**config.mk**
```make
export PLATFORM = sky130hd
export DESIGN_NAME = thermostat_with_cooling_dwell_top
export DESIGN_NICKNAME = d
export VERILOG_FILES = /design/src/design/tcd_pkg.sv /design/src/design/tcd_conv.sv /design/src/design/tcd_ctrl.sv /design/src/design/thermostat_with_cooling_dwell_top.sv
export SDC_FILE = /design/constraint.sdc
export NUM_CORES = 1
export LEC_CHECK = 0
export BUFFER_PORTS_ARGS = -buffer_cell sky130_fd_sc_hd__buf_2
export CORE_ASPECT_RATIO = 0.75
export CORE_UTILIZATION = 52
export DETAILED_ROUTE_END_ITERATION = 8
export HOLD_SLACK_MARGIN = 0.1
export PLACE_DENSITY_LB_ADDON = 0.05
export SLEW_MARGIN = 20
export SYNTH_ARGS = -nofsm -noshare
export SYNTH_HDL_FRONTEND = slang
export SYNTH_SLANG_ARGS = --single-unit
```
**constraint.sdc**
```tcl
create_clock -name clock -period 4.65 [get_ports clock]
set_clock_uncertainty 0.2 [all_clocks]
set_input_delay 0.465 -clock clock [delete_from_list [all_inputs] [get_ports clock]]
set_output_delay 0.465 -clock clock [all_outputs]
set_load 0.1 [all_outputs]
```
**src/design/tcd_pkg.sv**
```systemverilog
`default_nettype none

package tcd_pkg;

   // register indexes on the csr port
   localparam logic [2:0] REG_SETPOINT       = 3'd0;
   localparam logic [2:0] REG_DWELL_MS       = 3'd1;
   localparam logic [2:0] REG_COOL_BAND      = 3'd2;
   localparam logic [2:0] REG_HEAT_BAND      = 3'd3;
   localparam logic [2:0] REG_HEATER_FAMILY  = 3'd4;
   localparam logic [2:0] REG_CHAMBER_FAMILY = 3'd5;

   // sensor family codes
   localparam logic [7:0] FAMILY_SHIFTED  = 8'h10;
   localparam logic [7:0] FAMILY_MASKED_A = 8'h28;
   localparam logic [7:0] FAMILY_MASKED_B = 8'h22;

   // resolution field codes, bits 6:5 of the config byte
   localparam logic [1:0] RES_9BIT  = 2'b00;
   localparam logic [1:0] RES_10BIT = 2'b01;
   localparam logic [1:0] RES_11BIT = 2'b10;
   localparam logic [1:0] RES_12BIT = 2'b11;

   // count-remain refinement
   localparam logic [7:0]  COUNT_PER_DEGREE_FULL = 8'h10;
   localparam logic [15:0] REMAIN_BIAS           = 16'd12;

   // reset values
   localparam logic signed [11:0] SETPOINT_RESET  = -12'sd320;
   localparam logic [31:0]        DWELL_RESET     = 32'd300000;
   localparam logic [7:0]         COOL_BAND_RESET = 8'd16;
   localparam logic [7:0]         HEAT_BAND_RESET = 8'd32;
   localparam logic [7:0]         FAMILY_RESET    = FAMILY_MASKED_A;

   typedef struct packed {
      logic signed [11:0] setpoint;
      logic [31:0]        dwell_ms;
      logic [7:0]         cool_band;
      logic [7:0]         heat_band;
      logic [7:0]         heater_family;
      logic [7:0]         chamber_family;
   } cfg_type;

   typedef struct packed {
      logic [7:0] lsb;
      logic [7:0] msb;
      logic [7:0] res_cfg;
      logic [7:0] remain;
      logic [7:0] per_degree;
   } sensor_raw_type;

   typedef struct packed {
      logic        heat_on;
      logic        cool_on;
      logic        read_error;
      logic [31:0] since_switch_ms;
   } decision_type;

endpackage

`default_nettype wire

```
**src/design/tcd_conv.sv**
```systemverilog
`default_nettype none

module tcd_conv
   import tcd_pkg::*;
(
   input  wire logic [7:0]         family,
   input  wire sensor_raw_type     raw_in,
   output logic signed [15:0]      temp,
   output logic                    ok
);

   logic [15:0] raw;
   logic [15:0] shifted;
   logic [15:0] refined;

   assign raw     = {raw_in.msb, raw_in.lsb};
   assign shifted = {raw[12:0], 3'b000};
   assign refined = {shifted[15:4], 4'b0000} + REMAIN_BIAS - {8'b0, raw_in.remain};

   always_comb begin
      temp = '0;
      ok   = 1'b1;
      if (family == FAMILY_SHIFTED) begin
         if (raw_in.per_degree == COUNT_PER_DEGREE_FULL) begin
            temp = refined;
         end else begin
            temp = shifted;
         end
      end else if (family == FAMILY_MASKED_A || family == FAMILY_MASKED_B) begin
         case (raw_in.res_cfg[6:5])
            RES_9BIT:  temp = {raw[15:3], 3'b000};
            RES_10BIT: temp = {raw[15:2], 2'b00};
            RES_11BIT: temp = {raw[15:1], 1'b0};
            default:   temp = raw;
         endcase
      end else begin
         ok = 1'b0;
      end
   end

endmodule

`default_nettype wire

```
**src/design/tcd_ctrl.sv**
```systemverilog
`default_nettype none

module tcd_ctrl
   import tcd_pkg::*;
#(
   parameter int TIME_BITS = 32
) (
   input  wire logic               clock,
   input  wire logic               reset,
   input  wire logic               step,
   input  wire logic               setpoint_write,
   input  wire cfg_type            cfg,
   input  wire logic [31:0]        time_ms,
   input  wire logic signed [15:0] heater_temp,
   input  wire logic signed [15:0] chamber_temp,
   input  wire logic               heater_ok,
   input  wire logic               chamber_ok,
   output decision_type            dec
);

   localparam int WIDE_BITS = (TIME_BITS > 32) ? TIME_BITS : 32;

   logic                 cooling_ff, cooling_in;
   logic                 heating_ff, heating_in;
   logic                 first_ff, first_in;
   logic [TIME_BITS-1:0] last_switch_ff, last_switch_in;

   logic [TIME_BITS-1:0] now;
   logic [TIME_BITS-1:0] elapsed;
   logic                 err;
   logic                 may_switch;
   logic                 want_cool;
   logic                 do_switch;
   logic signed [17:0]   sp_wide;
   logic signed [17:0]   ht_wide;
   logic signed [17:0]   ct_wide;
   logic signed [17:0]   cool_limit;
   logic signed [17:0]   heat_limit;

   assign now     = TIME_BITS'(time_ms);
   assign elapsed = now - last_switch_ff;
   assign err     = !(heater_ok && chamber_ok);

   assign sp_wide    = 18'(cfg.setpoint);
   assign ht_wide    = 18'(heater_temp);
   assign ct_wide    = 18'(chamber_temp);
   assign cool_limit = sp_wide + $signed({10'b0, cfg.cool_band});
   assign heat_limit = sp_wide + $signed({10'b0, cfg.heat_band});

   assign may_switch = first_ff || (WIDE_BITS'(elapsed) > WIDE_BITS'(cfg.dwell_ms));
   assign want_cool  = ct_wide > cool_limit;
   assign do_switch  = !err && may_switch && (want_cool != cooling_ff);

   always_comb begin
      cooling_in     = cooling_ff;
      heating_in     = heating_ff;
      last_switch_in = last_switch_ff;
      first_in       = first_ff;
      if (do_switch) begin
         cooling_in     = want_cool;
         last_switch_in = now;
         first_in       = 1'b0;
      end
      if (!err) begin
         if (!cooling_in) begin
            heating_in = sp_wide > ht_wide;
         end else begin
            heating_in = (sp_wide > ct_wide) && (heat_limit > ht_wide);
         end
      end
   end

   // cooler and heater flags show the state after this step
   assign dec.heat_on         = heating_in;
   assign dec.cool_on         = cooling_in;
   assign dec.read_error      = err;
   assign dec.since_switch_ms = 32'(elapsed);

   always_ff @(posedge clock) begin
      if (reset) begin
         cooling_ff     <= 1'b0;
         heating_ff     <= 1'b0;
         first_ff       <= 1'b1;
         last_switch_ff <= '0;
      end else begin
         if (step) begin
            cooling_ff     <= cooling_in;
            heating_ff     <= heating_in;
            last_switch_ff <= last_switch_in;
         end
         if (setpoint_write) begin
            first_ff <= 1'b1;
         end else if (step) begin
            first_ff <= first_in;
         end
      end
   end

`ifndef SYNTHESIS
   a_err_holds_cooler: assert property (@(posedge clock) disable iff (reset)
      (step && err) |=> (cooling_ff == $past(cooling_ff)) && (heating_ff == $past(heating_ff)))
      else $error("cooler or heater changed on a read error");

   a_switch_stamps_time: assert property (@(posedge clock) disable iff (reset)
      (step && do_switch) |=> (last_switch_ff == $past(now)))
      else $error("cooler switch did not record its time");

   a_no_switch_no_stamp: assert property (@(posedge clock) disable iff (reset)
      (step && !do_switch) |=> $stable(last_switch_ff) && $stable(cooling_ff))
      else $error("switch state moved without a switch");
`endif

endmodule

`default_nettype wire

```
**src/design/thermostat_with_cooling_dwell_top.sv**
```systemverilog
`default_nettype none

// channel   dir  handshake                word contents (low bit first)
// req_*     in   req_tvalid/req_tready    time_ms, heater lsb..per_degree, chamber lsb..per_degree
// rsp_*     out  rsp_tvalid/rsp_tready    tdata: temps, since_switch_ms; tuser: flags
// csr_*     in   psel/penable (apb)       setpoint, dwell_ms, bands, family codes
//
// one word per cycle while rsp_tready is high: input register, conversion and decision logic, result register
// an accepted word goes from the input register to the result register; rsp_tvalid stays high until rsp_tready takes it
// reset is synchronous; cooler and heater off, first decision armed, last switch time zero
// a stalled rsp holds its word while the input register still takes one more word
// csr writes are expected only while no word is in flight

module thermostat_with_cooling_dwell_top
   import tcd_pkg::*;
#(
   parameter int TIME_BITS = 32
) (
   input  wire logic          clock,
   input  wire logic          reset,

   input  wire logic          req_tvalid,
   output logic               req_tready,
   // time_ms[31:0], heater lsb, msb, res_cfg, remain, per_degree,
   // chamber lsb, msb, res_cfg, remain, per_degree
   input  wire logic [111:0]  req_tdata,

   output logic               rsp_tvalid,
   input  wire logic          rsp_tready,
   // heater_temp[15:0], chamber_temp[31:16], since_switch_ms[63:32]
   output logic [63:0]        rsp_tdata,
   // heat_on[0], cool_on[1], read_error[2]
   output logic [2:0]         rsp_tuser,

   input  wire logic          csr_psel,
   input  wire logic          csr_penable,
   input  wire logic          csr_pwrite,
   input  wire logic [4:0]    csr_paddr,
   input  wire logic [31:0]   csr_pwdata,
   output logic [31:0]        csr_prdata,
   output logic               csr_pready
);

   // configuration registers
   cfg_type cfg_ff, cfg_in;
   logic    csr_write;
   logic    setpoint_write;

   // input register
   logic           s1_valid_ff, s1_valid_in;
   logic [31:0]    s1_time_ff;
   sensor_raw_type s1_heater_ff;
   sensor_raw_type s1_chamber_ff;

   // result register
   logic        rsp_valid_ff, rsp_valid_in;
   logic [63:0] rsp_data_ff;
   logic [2:0]  rsp_user_ff;

   logic               req_accept;
   logic               advance;
   logic signed [15:0] heater_temp;
   logic signed [15:0] chamber_temp;
   logic               heater_ok;
   logic               chamber_ok;
   decision_type       dec;

   // csr port: always ready, write on the access phase
   assign csr_pready     = 1'b1;
   assign csr_write      = csr_psel && csr_penable && csr_pwrite && csr_pready;
   assign setpoint_write = csr_write && (csr_paddr[4:2] == REG_SETPOINT);

   always_comb begin
      cfg_in = cfg_ff;
      if (csr_write) begin
         unique case (csr_paddr[4:2])
            REG_SETPOINT:       cfg_in.setpoint       = csr_pwdata[11:0];
            REG_DWELL_MS:       cfg_in.dwell_ms       = csr_pwdata;
            REG_COOL_BAND:      cfg_in.cool_band      = csr_pwdata[7:0];
            REG_HEAT_BAND:      cfg_in.heat_band      = csr_pwdata[7:0];
            REG_HEATER_FAMILY:  cfg_in.heater_family  = csr_pwdata[7:0];
            REG_CHAMBER_FAMILY: cfg_in.chamber_family = csr_pwdata[7:0];
            default:            cfg_in = cfg_ff;
         endcase
      end
   end

   always_comb begin
      unique case (csr_paddr[4:2])
         REG_SETPOINT:       csr_prdata = {{20{cfg_ff.setpoint[11]}}, cfg_ff.setpoint};
         REG_DWELL_MS:       csr_prdata = cfg_ff.dwell_ms;
         REG_COOL_BAND:      csr_prdata = {24'b0, cfg_ff.cool_band};
         REG_HEAT_BAND:      csr_prdata = {24'b0, cfg_ff.heat_band};
         REG_HEATER_FAMILY:  csr_prdata = {24'b0, cfg_ff.heater_family};
         REG_CHAMBER_FAMILY: csr_prdata = {24'b0, cfg_ff.chamber_family};
         default:            csr_prdata = '0;
      endcase
   end

   always_ff @(posedge clock) begin
      if (reset) begin
         cfg_ff.setpoint       <= SETPOINT_RESET;
         cfg_ff.dwell_ms       <= DWELL_RESET;
         cfg_ff.cool_band      <= COOL_BAND_RESET;
         cfg_ff.heat_band      <= HEAT_BAND_RESET;
         cfg_ff.heater_family  <= FAMILY_RESET;
         cfg_ff.chamber_family <= FAMILY_RESET;
      end else begin
         cfg_ff <= cfg_in;
      end
   end

   // flow control: the input register moves on whenever the result register is empty or its word is taken
   assign advance    = s1_valid_ff && (!rsp_valid_ff || rsp_tready);
   assign req_tready = !s1_valid_ff || advance;
   assign req_accept = req_tvalid && req_tready;

   always_comb begin
      s1_valid_in = s1_valid_ff;
      if (req_accept) begin
         s1_valid_in = 1'b1;
      end else if (advance) begin
         s1_valid_in = 1'b0;
      end
      rsp_valid_in = rsp_valid_ff;
      if (advance) begin
         rsp_valid_in = 1'b1;
      end else if (rsp_tready) begin
         rsp_valid_in = 1'b0;
      end
   end

   always_ff @(posedge clock) begin
      if (reset) begin
         s1_valid_ff  <= 1'b0;
         rsp_valid_ff <= 1'b0;
      end else begin
         s1_valid_ff  <= s1_valid_in;
         rsp_valid_ff <= rsp_valid_in;
      end
   end

   // payload registers, no reset needed
   always_ff @(posedge clock) begin
      if (req_accept) begin
         s1_time_ff    <= req_tdata[31:0];
         s1_heater_ff  <= '{lsb:        req_tdata[39:32],
                            msb:        req_tdata[47:40],
                            res_cfg:    req_tdata[55:48],
                            remain:     req_tdata[63:56],
                            per_degree: req_tdata[71:64]};
         s1_chamber_ff <= '{lsb:        req_tdata[79:72],
                            msb:        req_tdata[87:80],
                            res_cfg:    req_tdata[95:88],
                            remain:     req_tdata[103:96],
                            per_degree: req_tdata[111:104]};
      end
      if (advance) begin
         rsp_data_ff <= {dec.since_switch_ms, chamber_temp, heater_temp};
         rsp_user_ff <= {dec.read_error, dec.cool_on, dec.heat_on};
      end
   end

   // one converter per sensor
   tcd_conv u_conv_heater (
      .family (cfg_ff.heater_family),
      .raw_in (s1_heater_ff),
      .temp   (heater_temp),
      .ok     (heater_ok)
   );

   tcd_conv u_conv_chamber (
      .family (cfg_ff.chamber_family),
      .raw_in (s1_chamber_ff),
      .temp   (chamber_temp),
      .ok     (chamber_ok)
   );

   // cooler dwell and heater decision, switch state moves once per word; a setpoint write re-arms the first decision
   tcd_ctrl #(
      .TIME_BITS (TIME_BITS)
   ) u_ctrl (
      .clock          (clock),
      .reset          (reset),
      .step           (advance),
      .setpoint_write (setpoint_write),
      .cfg            (cfg_ff),
      .time_ms        (s1_time_ff),
      .heater_temp    (heater_temp),
      .chamber_temp   (chamber_temp),
      .heater_ok      (heater_ok),
      .chamber_ok     (chamber_ok),
      .dec            (dec)
   );

   assign rsp_tvalid = rsp_valid_ff;
   assign rsp_tdata  = rsp_data_ff;
   assign rsp_tuser  = rsp_user_ff;

`ifndef SYNTHESIS
   a_accept_fills_stage: assert property (@(posedge clock) disable iff (reset)
      req_accept |=> s1_valid_ff)
      else $error("accepted word lost from input register");

   a_advance_fills_result: assert property (@(posedge clock) disable iff (reset)
      advance |=> rsp_valid_ff)
      else $error("result register not loaded on advance");

   a_stall_holds_stage: assert property (@(posedge clock) disable iff (reset)
      (s1_valid_ff && !advance) |=> s1_valid_ff && $stable(s1_time_ff))
      else $error("stalled input register changed");
`endif

endmodule

`default_nettype wire
```
Word level (Yosys, flattened, before mapping)
Index checks and enable logic that the tools add are counted.
{ "classes": {"addsub": 7, "n_lt_le_gt_ge": 5, "n_eq_ne": 18, "n_mux": 20, "n_reduce_logical": 30} }
{ "op_table": {"columns": ["cell", "count"], "rows": [
  ["32-bit one-hot mux with 6 select lines", 1],
  ["16-bit two-way mux", 6],
  ["16-bit by 4-bit adder with 16-bit output, second input constant", 2],
  ["8-bit by 5-bit equality test with 1-bit output, second input constant", 4],
  ["8-bit by 6-bit equality test with 1-bit output, second input constant", 4],
  ["12-bit by 16-bit > comparator with 1-bit output", 2],
  ["32-bit > comparator", 1],
  ["16-bit by 8-bit subtractor with 16-bit output", 2],
  ["32-bit subtractor", 1],
  ["12-bit by 9-bit adder with 13-bit output", 2],
  ["3-bit one-hot mux with 3 select lines", 2],
  ["13-bit by 16-bit > comparator with 1-bit output", 1],
  ["16-bit by 13-bit > comparator with 1-bit output", 1],
  ["2-bit AND reduction", 7],
  ["1-bit two-way mux", 11],
  ["1-bit logical AND", 9],
  ["3-bit by 2-bit equality test with 1-bit output, second input constant", 2],
  ["3-bit equality test, second input constant", 2],
  ["1-bit logical OR", 5],
  ["2-bit by 1-bit equality test with 1-bit output, second input constant", 2],
  ["2-bit equality test, second input constant", 2],
  ["2-bit zero test", 2],
  ["2-bit nonzero test", 2],
  ["3-bit by 1-bit equality test with 1-bit output, second input constant", 1],
  ["other kinds (4)", 6]
]} }
{ "totals": {"regBits": 290, "out_inout_bits": 102, "elab_cells": 105} }

Logic depth before layout (Yosys ltp)
Gate-level depths: netlist of run 1.
{ "depth": {"depth_word": 10, "depth_mapped": 23} }

By module
Synthesis of run 1 repeated with hierarchy kept, for this count alone.
{ "unflattened": {"cells_unflattened": 1581, "area_unflattened_um2": 16802.4} }
{ "by_module_without_submodules": {"columns": ["module", "instances", "cells_per_inst", "area_per_inst_um2"], "rows": [
  ["thermostat_with_cooling_dwell_top", 1, 579, 9162.5],
  ["tcd_ctrl", 1, 761, 6000.8],
  ["tcd_conv at u_conv_chamber", 1, 123, 820.8],
  ["tcd_conv at u_conv_heater", 1, 118, 818.3]
]} }

Worst setup path before layout of run 1
OpenSTA, ideal clock, no wires.
{ "synth_path": {"path_kind": "reg2reg", "start": "reg rsp_valid_ff (netlist: rsp_tvalid)", "end": "reg u_ctrl.last_switch_ff[0]", "arrival_time_ns": 5.036, "required_ns": 4.322, "setup_slack_ns": -0.714, "path_stages_with_launch": 8, "n_path_buf": 2, "period_less_slack_ns": 5.364, "cell_sequence": "dfxtp_1 -> nor2b_1 -> nor2b_1 -> o211a_1 -> buf_6 -> buf_6 -> mux2i_1 -> nor2_1"} }
{ "synth_between": {"elab_chain_len": 4} }
{ "synth_lines": {"columns": ["element", "line", "text"], "rows": [
  ["start, declared", "thermostat_with_cooling_dwell_top.sv:56", "logic rsp_valid_ff, rsp_valid_in;"],
  ["start signal, assigned", "thermostat_with_cooling_dwell_top.sv:139", "rsp_valid_ff <= rsp_valid_in;"],
  ["1-bit zero test", "thermostat_with_cooling_dwell_top.sv:114", "assign advance = s1_valid_ff && (!rsp_valid_ff || rsp_tready);"],
  ["1-bit logical OR", "thermostat_with_cooling_dwell_top.sv:114", null],
  ["1-bit logical AND", "thermostat_with_cooling_dwell_top.sv:114", null],
  ["via advance", "thermostat_with_cooling_dwell_top.sv:61", "logic advance;"],
  ["2-bit AND reduction (no line)", null, null],
  ["end signal, assigned", "tcd_ctrl.sv:89", "last_switch_ff <= last_switch_in;"],
  ["end, declared", "tcd_ctrl.sv:26", "logic [TIME_BITS-1:0] last_switch_ff, last_switch_in;"]
]} }
The timed path passes the listed nets, and every way through them passes these cells.
A chain may end at the register's enable or synchronous reset.

==> summary.txt, run 1 <==
Outcome
  – Outcome: finished, violations left
  – Failing checks: setup timing

Yosys
  – Asr flop ratio synth: 0
  – Synthesis Warnings: 0
  – #FFs+latches synth: 280
  – Top FF cell, synth: edfxtp_1
  – Synthesized area per cell: 10.2 um^2
  – Post-Syn Instances: 1546
  – Synthesized cell area: 15800 um^2
  – Number of enable flip-flop cells after synthesis: 167
  – Post-synthesis cell type count: 77
  – Seq/Total Area, Yosys: 0.461
  – Mapped Nets: 1858

Critical path
  – CP top delay family: compound AO/OA/AOI/OAI gates
  – Most frequent CP cell: ha_4
  – Kind of critical path: reg2reg
  – Cell chain of the critical path: ha_4, a21o_1, a31o_1, a41oi_2, o31ai_4, a41o_4, a31oi_4, o21ai_2, and4_4, or3_4, ha_4, nand4_1, or2_4, nor3_4, o211ai_1, a21oi_2, o211a_4, buf_12, mux2i_2, nor2_1
  – Slowest cell on crit path: edfxtp_1
  – WP buf/inv: 1
  – CP Data Required Time: 4.87 ns
  – Critical path fanouts, max: 6
  – WP data arrival: 5.13 ns
  – Crit path launch type: flop
  – Slowest Stage Delay on Critical Path: 0.43 ns
  – CP Capture Type: flop

Route
  – DR WL met2: 18700 um
  – Max Used Layer: met4
  – Initial DRC Count: 973
  – Drt wl/cell: 17.8 um
  – Drt pass-1 iters: 5
  – Final wirelength: 43800 um
  – Post-route ant nets: 0
  – Met3 WL: 2900 um
  – DRT met1 WL: 21500 um
  – Post-route DRC: 0
  – Vias per Instance: 5.38
  – Vias: 13201

Global route
  – Grt ovf: 0
  – Initial antenna violation count: 0
  – Tot GR Track Use: 0.275
  – Global-route wire length before repair: 67800 um
  – Largest net degree at the start of global routing: 70
  – Vias in the first global route: 12633

STA
  – Final Setup Violations: 35
  – Final Max Slew Viols: 0
  – Tmin final: 4.90 ns
  – Final Hold Vio Count: 0
  – Final WS setup: -0.255 ns
  – FMAX: 204 MHz
  – RSZ-0062 raised after global routing: yes
  – Setup_tns: -7.23 ns
  – Worst slew pin tran: 1.05 ns
  – Slew Limit Headroom: 0.302
  – Period utilization: 1.05

Clock network
  – Htree depth: 1
  – Clk buf depth: 3
  – CTS Sinks: 280
  – CTS tree: yes
  – CTS root buffer: clkbuf_16
  – Clk slew on worst S/H paths: 0.07 ns
  – Clock Latency Late Sink: 0.56 ns
  – Num CTS Buffers: 28

Finish
  – Design area: 21000 um^2
  – ANT cells: 0
  – Core Util, Final: 0.713
  – Ratio of cells with drive above 1 in the final layout: 0.244
  – Area grow syn2layout: 33.1%
  – Nets@finish: 2353

Die
  – Die area: 31100 um^2
  – # IOs: 258
  – Core box area: 29500 um^2
  – Starting Density: 0.536
  – Die Height: 153 um
  – Cell row count: 54
  – Die X: 203 um

Place
  – Port Buffers: 242
  – Dpl ws: -0.440 ns
  – Hpwl dp: 30100 um
  – Cell Area, Placed: 18300 um^2
  – Routability cong.: 0.906

Pwr
  – Switching part of the total: 0.301
  – Logic pwr share: 0.242
  – Total leakage power: 8.98 nW
  – Power Total: 6.82 mW
  – Switch Pwr: 2.06 mW
  – Flop pwr share: 0.416
  – Clock share of power: 0.342
  – PD cells: 325 nW/um^2
  – Maximum VDD drop: 0.308 mV
  – Pint: 4.77 mW

Min path
  – Worst min-delay path category: in2reg

Flow run
  – Max_cap viols: 0
## logic make-up (layout without fill, tap and decap cells)
family                     count (synthesis)  after routing  share of synthesized area
AOI/OAI and AO/OA                        336            336                      0.143
buffers and inverters                    192            709                     0.0484
DFF                                      280            280                      0.461
and+or+nand+nor                          429            429                      0.129
muxes                                     79             79                     0.0527
other                                      1              1                   0.000238
xor gates and xnor gates                  73             73                     0.0405
adders and majority gates                156            156                      0.125
## per-stage QoR
step                      hold slack, ns  cells
after floorplan                    0.246   1546
after global placement             0.262   2257
after global routing               0.247   2455
after detailed placement           0.265   2257
final                              0.247   2455
after CTS                          0.219   2450
## cell usage in the layout (no fill, tap or decap), types with 21 or more instances in the layout
cell type	synthesis	final
ha_1	153	147
inv_1	138	138
o21a_1	36	36
nand2_1	143	143
buf_4	3	133
a21oi_1	108	106
dlygate4sd3_1	0	135
dfxtp_1	113	111
xnor2_1	52	52
a21o_1	53	53
xor2_1	21	21
nand4_1	22	22
buf_2	1	241
edfxtp_1	167	167
mux2i_1	73	69
nor2_1	138	136
clkbuf_16	0	38
o21ai_0	36	32
nor2b_1	25	23
## routing by layer
| layer | up-vias | GRT usage |
|---|---|---|
| li1 | 6507 | - |
| met1 | 6216 | 0.421 |
| met2 | 434 | 0.410 |
| met3 | 44 | 0.0433 |
| met4 | 0 | 0.0551 |
| met5 | - | 0 |
## path summary, 6_finish.rpt
check,from,endpoint,slack [ns],cells past startpoint
min,reset,u_ctrl.last_switch_ff[10],0.25,2
max,s1_time_ff[4],u_ctrl.last_switch_ff[4],-0.25,20
max reg2reg,s1_time_ff[4],u_ctrl.last_switch_ff[4],-0.25,20
min reg2reg,cfg_ff[33],cfg_ff[33],0.27,2
## registers in the layout, summed over array words and instances (netlist names)
name                   count
rsp_tdata                 64
u_ctrl.last_switch_ff     32
cfg_ff                    76
u_ctrl.first_ff            1
s1_heater_ff              34
u_ctrl.cooling_ff          1
rsp_tuser                  3
rsp_tvalid                 1
u_ctrl.heating_ff          1
s1_valid_ff                1
s1_time_ff                32
s1_chamber_ff             34
## synthesized netlist by cell type (13+ instances only)
master,n,area share
o21a_1,36,0.017
nand4_1,22,0.0087
dfxtp_1,113,0.14
xor2_1,21,0.012
a211o_1,19,0.011
clkbuf_1,40,0.0095
xnor2_1,52,0.029
ha_1,153,0.12
inv_1,138,0.033
edfxtp_1,167,0.32
o21ai_0,36,0.011
a21o_1,53,0.025
nor2_1,138,0.033
nor3_1,16,0.0051
nor2b_1,25,0.0099
mux2i_1,73,0.046
a21oi_1,108,0.034
nand2_1,143,0.034
nand2b_1,13,0.0052
## power groups by stage
stage	clock [mW]	sequential (mW)	combinational, mW
global route	2.47	2.85	1.78
CTS	2.37	2.84	1.60
detailed placement	0	2.89	1.47
floorplan	0	3.16	0.754
global placement	0	2.89	1.45
finish	2.34	2.84	1.65
## layout make-up
cell class / count / area (um^2)
clock buffer: 44 / 921
clock inverter: 8 / 41.3
fill: 2217 / 8450
inverter: 139 / 522
multi-input combinational: 1074 / 8020
sequential: 280 / 7280
tap: 392 / 490
timing repair buffer: 518 / 3730
## what timing repair did
action                                  in CTS  in global routing
cloned                                       1                  3
endpoints found under the setup margin      37                 37
pin swaps                                   20                 20
hold buffers                               135                  0
setup buffers                                5                  3
gates resized for setup                     19                 33
hold endpoints to repair                   173                  0
Note: power is estimated with default switching activity, not from simulation.
==> run 2: changes to the inputs <==
ABC_CLOCK_PERIOD_IN_PS = 4650   (was not set)
CORE_ASPECT_RATIO = not set   (was 0.75)
==> summary.txt, run 2 (synthesized netlist as in run 1, its figures left out) <==
Finish
  – Most frequent cells in the layout: buf_2 (241), edfxtp_1 (167), ha_1 (144) (was buf_2 (241), edfxtp_1 (167), ha_1 (147))
  – Core Util, Final: 0.714 (was 0.713)
  – Top reg by flops: cfg_ff (unchanged)
  – Filler Cells Inserted: 2196 (was 2217)
  – Max reg flops: 76 (unchanged)
  – Commonest non-fill, non-tap cell in the layout: buf_2 (unchanged)
  – Register area: 7280 um^2 (about the same)
  – Area grow syn2layout: 34.4% (was 33.1%)
  – Multi-input gate area: 8070 um^2 (was 8020 um^2)
  – Nets@finish: 2356 (was 2353)
  – Ratio of cells with drive above 1 in the final layout: 0.250 (was 0.244)

STA
  – Period utilization: 1.05 (about the same)
  – Tmin final: 4.90 ns (about the same)
  – FMAX: 204 MHz (about the same)
  – Setup_tns: -6.27 ns (was -7.23 ns)
  – Final WS setup: -0.246 ns (was -0.255 ns)
  – Slew Limit Headroom: 0.306 (was 0.302)
  – RSZ-0062 raised after global routing: yes (unchanged)
  – Final Setup Violations: 36 (was 35)
  – Final Max Slew Viols: 0 (unchanged)
  – Worst slew pin tran: 1.04 ns (was 1.05 ns)
  – Final Hold Vio Count: 0 (unchanged)
  – Min Hold Slack: 0.279 ns (was 0.247 ns)

Die
  – Starting Density: 0.531 (was 0.536)
  – Die Height: 176 um (was 153 um)
  – Die area: 31100 um^2 (about the same)
  – # IOs: 258 (unchanged)
  – Core box area: 29700 um^2 (was 29500 um^2)
  – Cell row count: 63 (was 54)
  – Die X: 176 um (was 203 um)

Clock network
  – CTS root buffer: clkbuf_16 (unchanged)
  – Htree depth: 1 (unchanged)
  – Num CTS Buffers: 30 (was 28)
  – CTS tree: yes (unchanged)
  – Clock Latency Late Sink: 0.57 ns (was 0.56 ns)
  – Clk buf depth: 3 (unchanged)
  – Clk slew on worst S/H paths: 0.06 ns (was 0.07 ns)
  – CTS Sinks: 280 (unchanged)

Outcome
  – Failing checks: setup timing (unchanged)
  – Outcome: finished, violations left (unchanged)

Route
  – Vias per Instance: 5.41 (was 5.38)
  – Drt pass-1 iters: 5 (unchanged)
  – Vias: 13313 (was 13201)
  – Final wirelength: 43400 um (was 43800 um)
  – Drt wl/cell: 17.7 um (was 17.8 um)
  – Post-route ant nets: 0 (unchanged)
  – Post-route DRC: 0 (unchanged)
  – Initial DRC Count: 812 (was 973)

Place
  – Hpwl dp: 29900 um (was 30100 um)
  – Port Buffers: 242 (unchanged)
  – Routability cong.: 0.912 (was 0.906)

Global route
  – Grt ovf: 0 (unchanged)
  – GR Util met3: 0.0422 (was 0.0433)
  – Tot GR Track Use: 0.276 (was 0.275)
  – Initial antenna violation count: 1 (was 0)
  – GRT busiest layer: met2 (was met1)
  – Routing usage on met2: 0.445 (was 0.410)
  – Vias in the first global route: 13121 (was 12633)
  – Largest net degree at the start of global routing: 79 (was 70)
  – Global-route wire length before repair: 67500 um (was 67800 um)
  – M1 GR Usage: 0.387 (was 0.421)

Pwr
  – Maximum VDD drop: 0.302 mV (was 0.308 mV)
  – PD cells: 340 nW/um^2 (was 325 nW/um^2)
  – Power Total: 7.21 mW (was 6.82 mW)
  – Total leakage power: 9.08 nW (was 8.98 nW)

Min path
  – Worst min-delay path category: reg2reg (was in2reg)

Critical path
  – CP Capture Type: flop (unchanged)
  – Kind of critical path: reg2reg (unchanged)
  – WP data arrival: 5.14 ns (was 5.13 ns)
  – Crit path launch type: flop (unchanged)
  – Critical path fanouts, max: 5 (was 6)
  – CP Data Required Time: 4.89 ns (was 4.87 ns)

Flow run
  – Max_cap viols: 0 (unchanged)
## run 2: per-stage QoR
stage	cells	cell area (um^2)	worst slack, ns
after floorplan	1546	15800	0.000957
after global placement	2248	18300	-0.292
after detailed placement	2248	18300	-0.408
after CTS	2451	21000	-0.160
after global routing	2459	21200	-0.424
final	2459	21200	-0.246
## run 2: critical path, stage by stage (launching register included)
cell and delay, ns:
edfxtp_1 0.41, inv_2 0.09, ha_4 0.15, fa_2 0.22, nor2b_2 0.05, o2111a_1 0.27
o21ai_2 0.23, a211oi_2 0.10, buf_4 0.15, o31a_1 0.26, a31o_1 0.24, o21a_1 0.22
nor2_4 0.14, xnor2_2 0.10, ha_1 0.32, nand4_1 0.22, nor3_4 0.06, buf_4 0.13
a31o_2 0.24, a21oi_4 0.16, o211a_4 0.30, buf_12 0.14, clkbuf_16 0.14, mux2i_1 0.18
nor2_1 0.05
## run 2: metal layers
metal	vias to the layer above	share of wire	wire (um)
li1	6515	-	-
met1	6294	0.46	20000
met2	450	0.45	19700
met3	54	0.064	2790
met4	0	0.022	960
met5	-	0	0
## run 2: area by class of cell
type                       count  area share
multi-input combinational   1074       0.380
sequential                   280       0.343
timing repair buffer         519       0.176
clock buffer                  39      0.0395
inverter                     139      0.0246
tap                          390      0.0230
clock inverter                17      0.0136
antenna                        1    0.000118
## run 2: what timing repair did
| item | in CTS | in global routing |
|---|---|---|
| hold buffers | 135 | 0 |
| endpoints found under the setup margin | 37 | 37 |
| buffers inserted | 11 | 6 |
| gates resized for setup | 25 | 31 |
| hold endpoints to repair | 174 | 0 |
| cloned | 1 | 2 |
| pin swaps | 20 | 31 |
## run 2: worst paths after layout
| check | start | end | slack [ns] | cells after the start |
|---|---|---|---|---|
| setup / recovery | s1_time_ff[0] | u_ctrl.last_switch_ff[5] | -0.25 | 24 |
| hold reg to reg | cfg_ff[57] | cfg_ff[57] | 0.28 | 2 |
| setup reg to reg | s1_time_ff[0] | u_ctrl.last_switch_ff[5] | -0.25 | 24 |
| hold / removal | cfg_ff[57] | cfg_ff[57] | 0.28 | 2 |
## run 2: power by group
group	total (mW)	switching (mW)	internal (mW)
clock network	2.71	1.00	1.71
registers	2.84	0.0627	2.77
logic	1.67	1.03	0.636
total	7.21	2.09	5.12
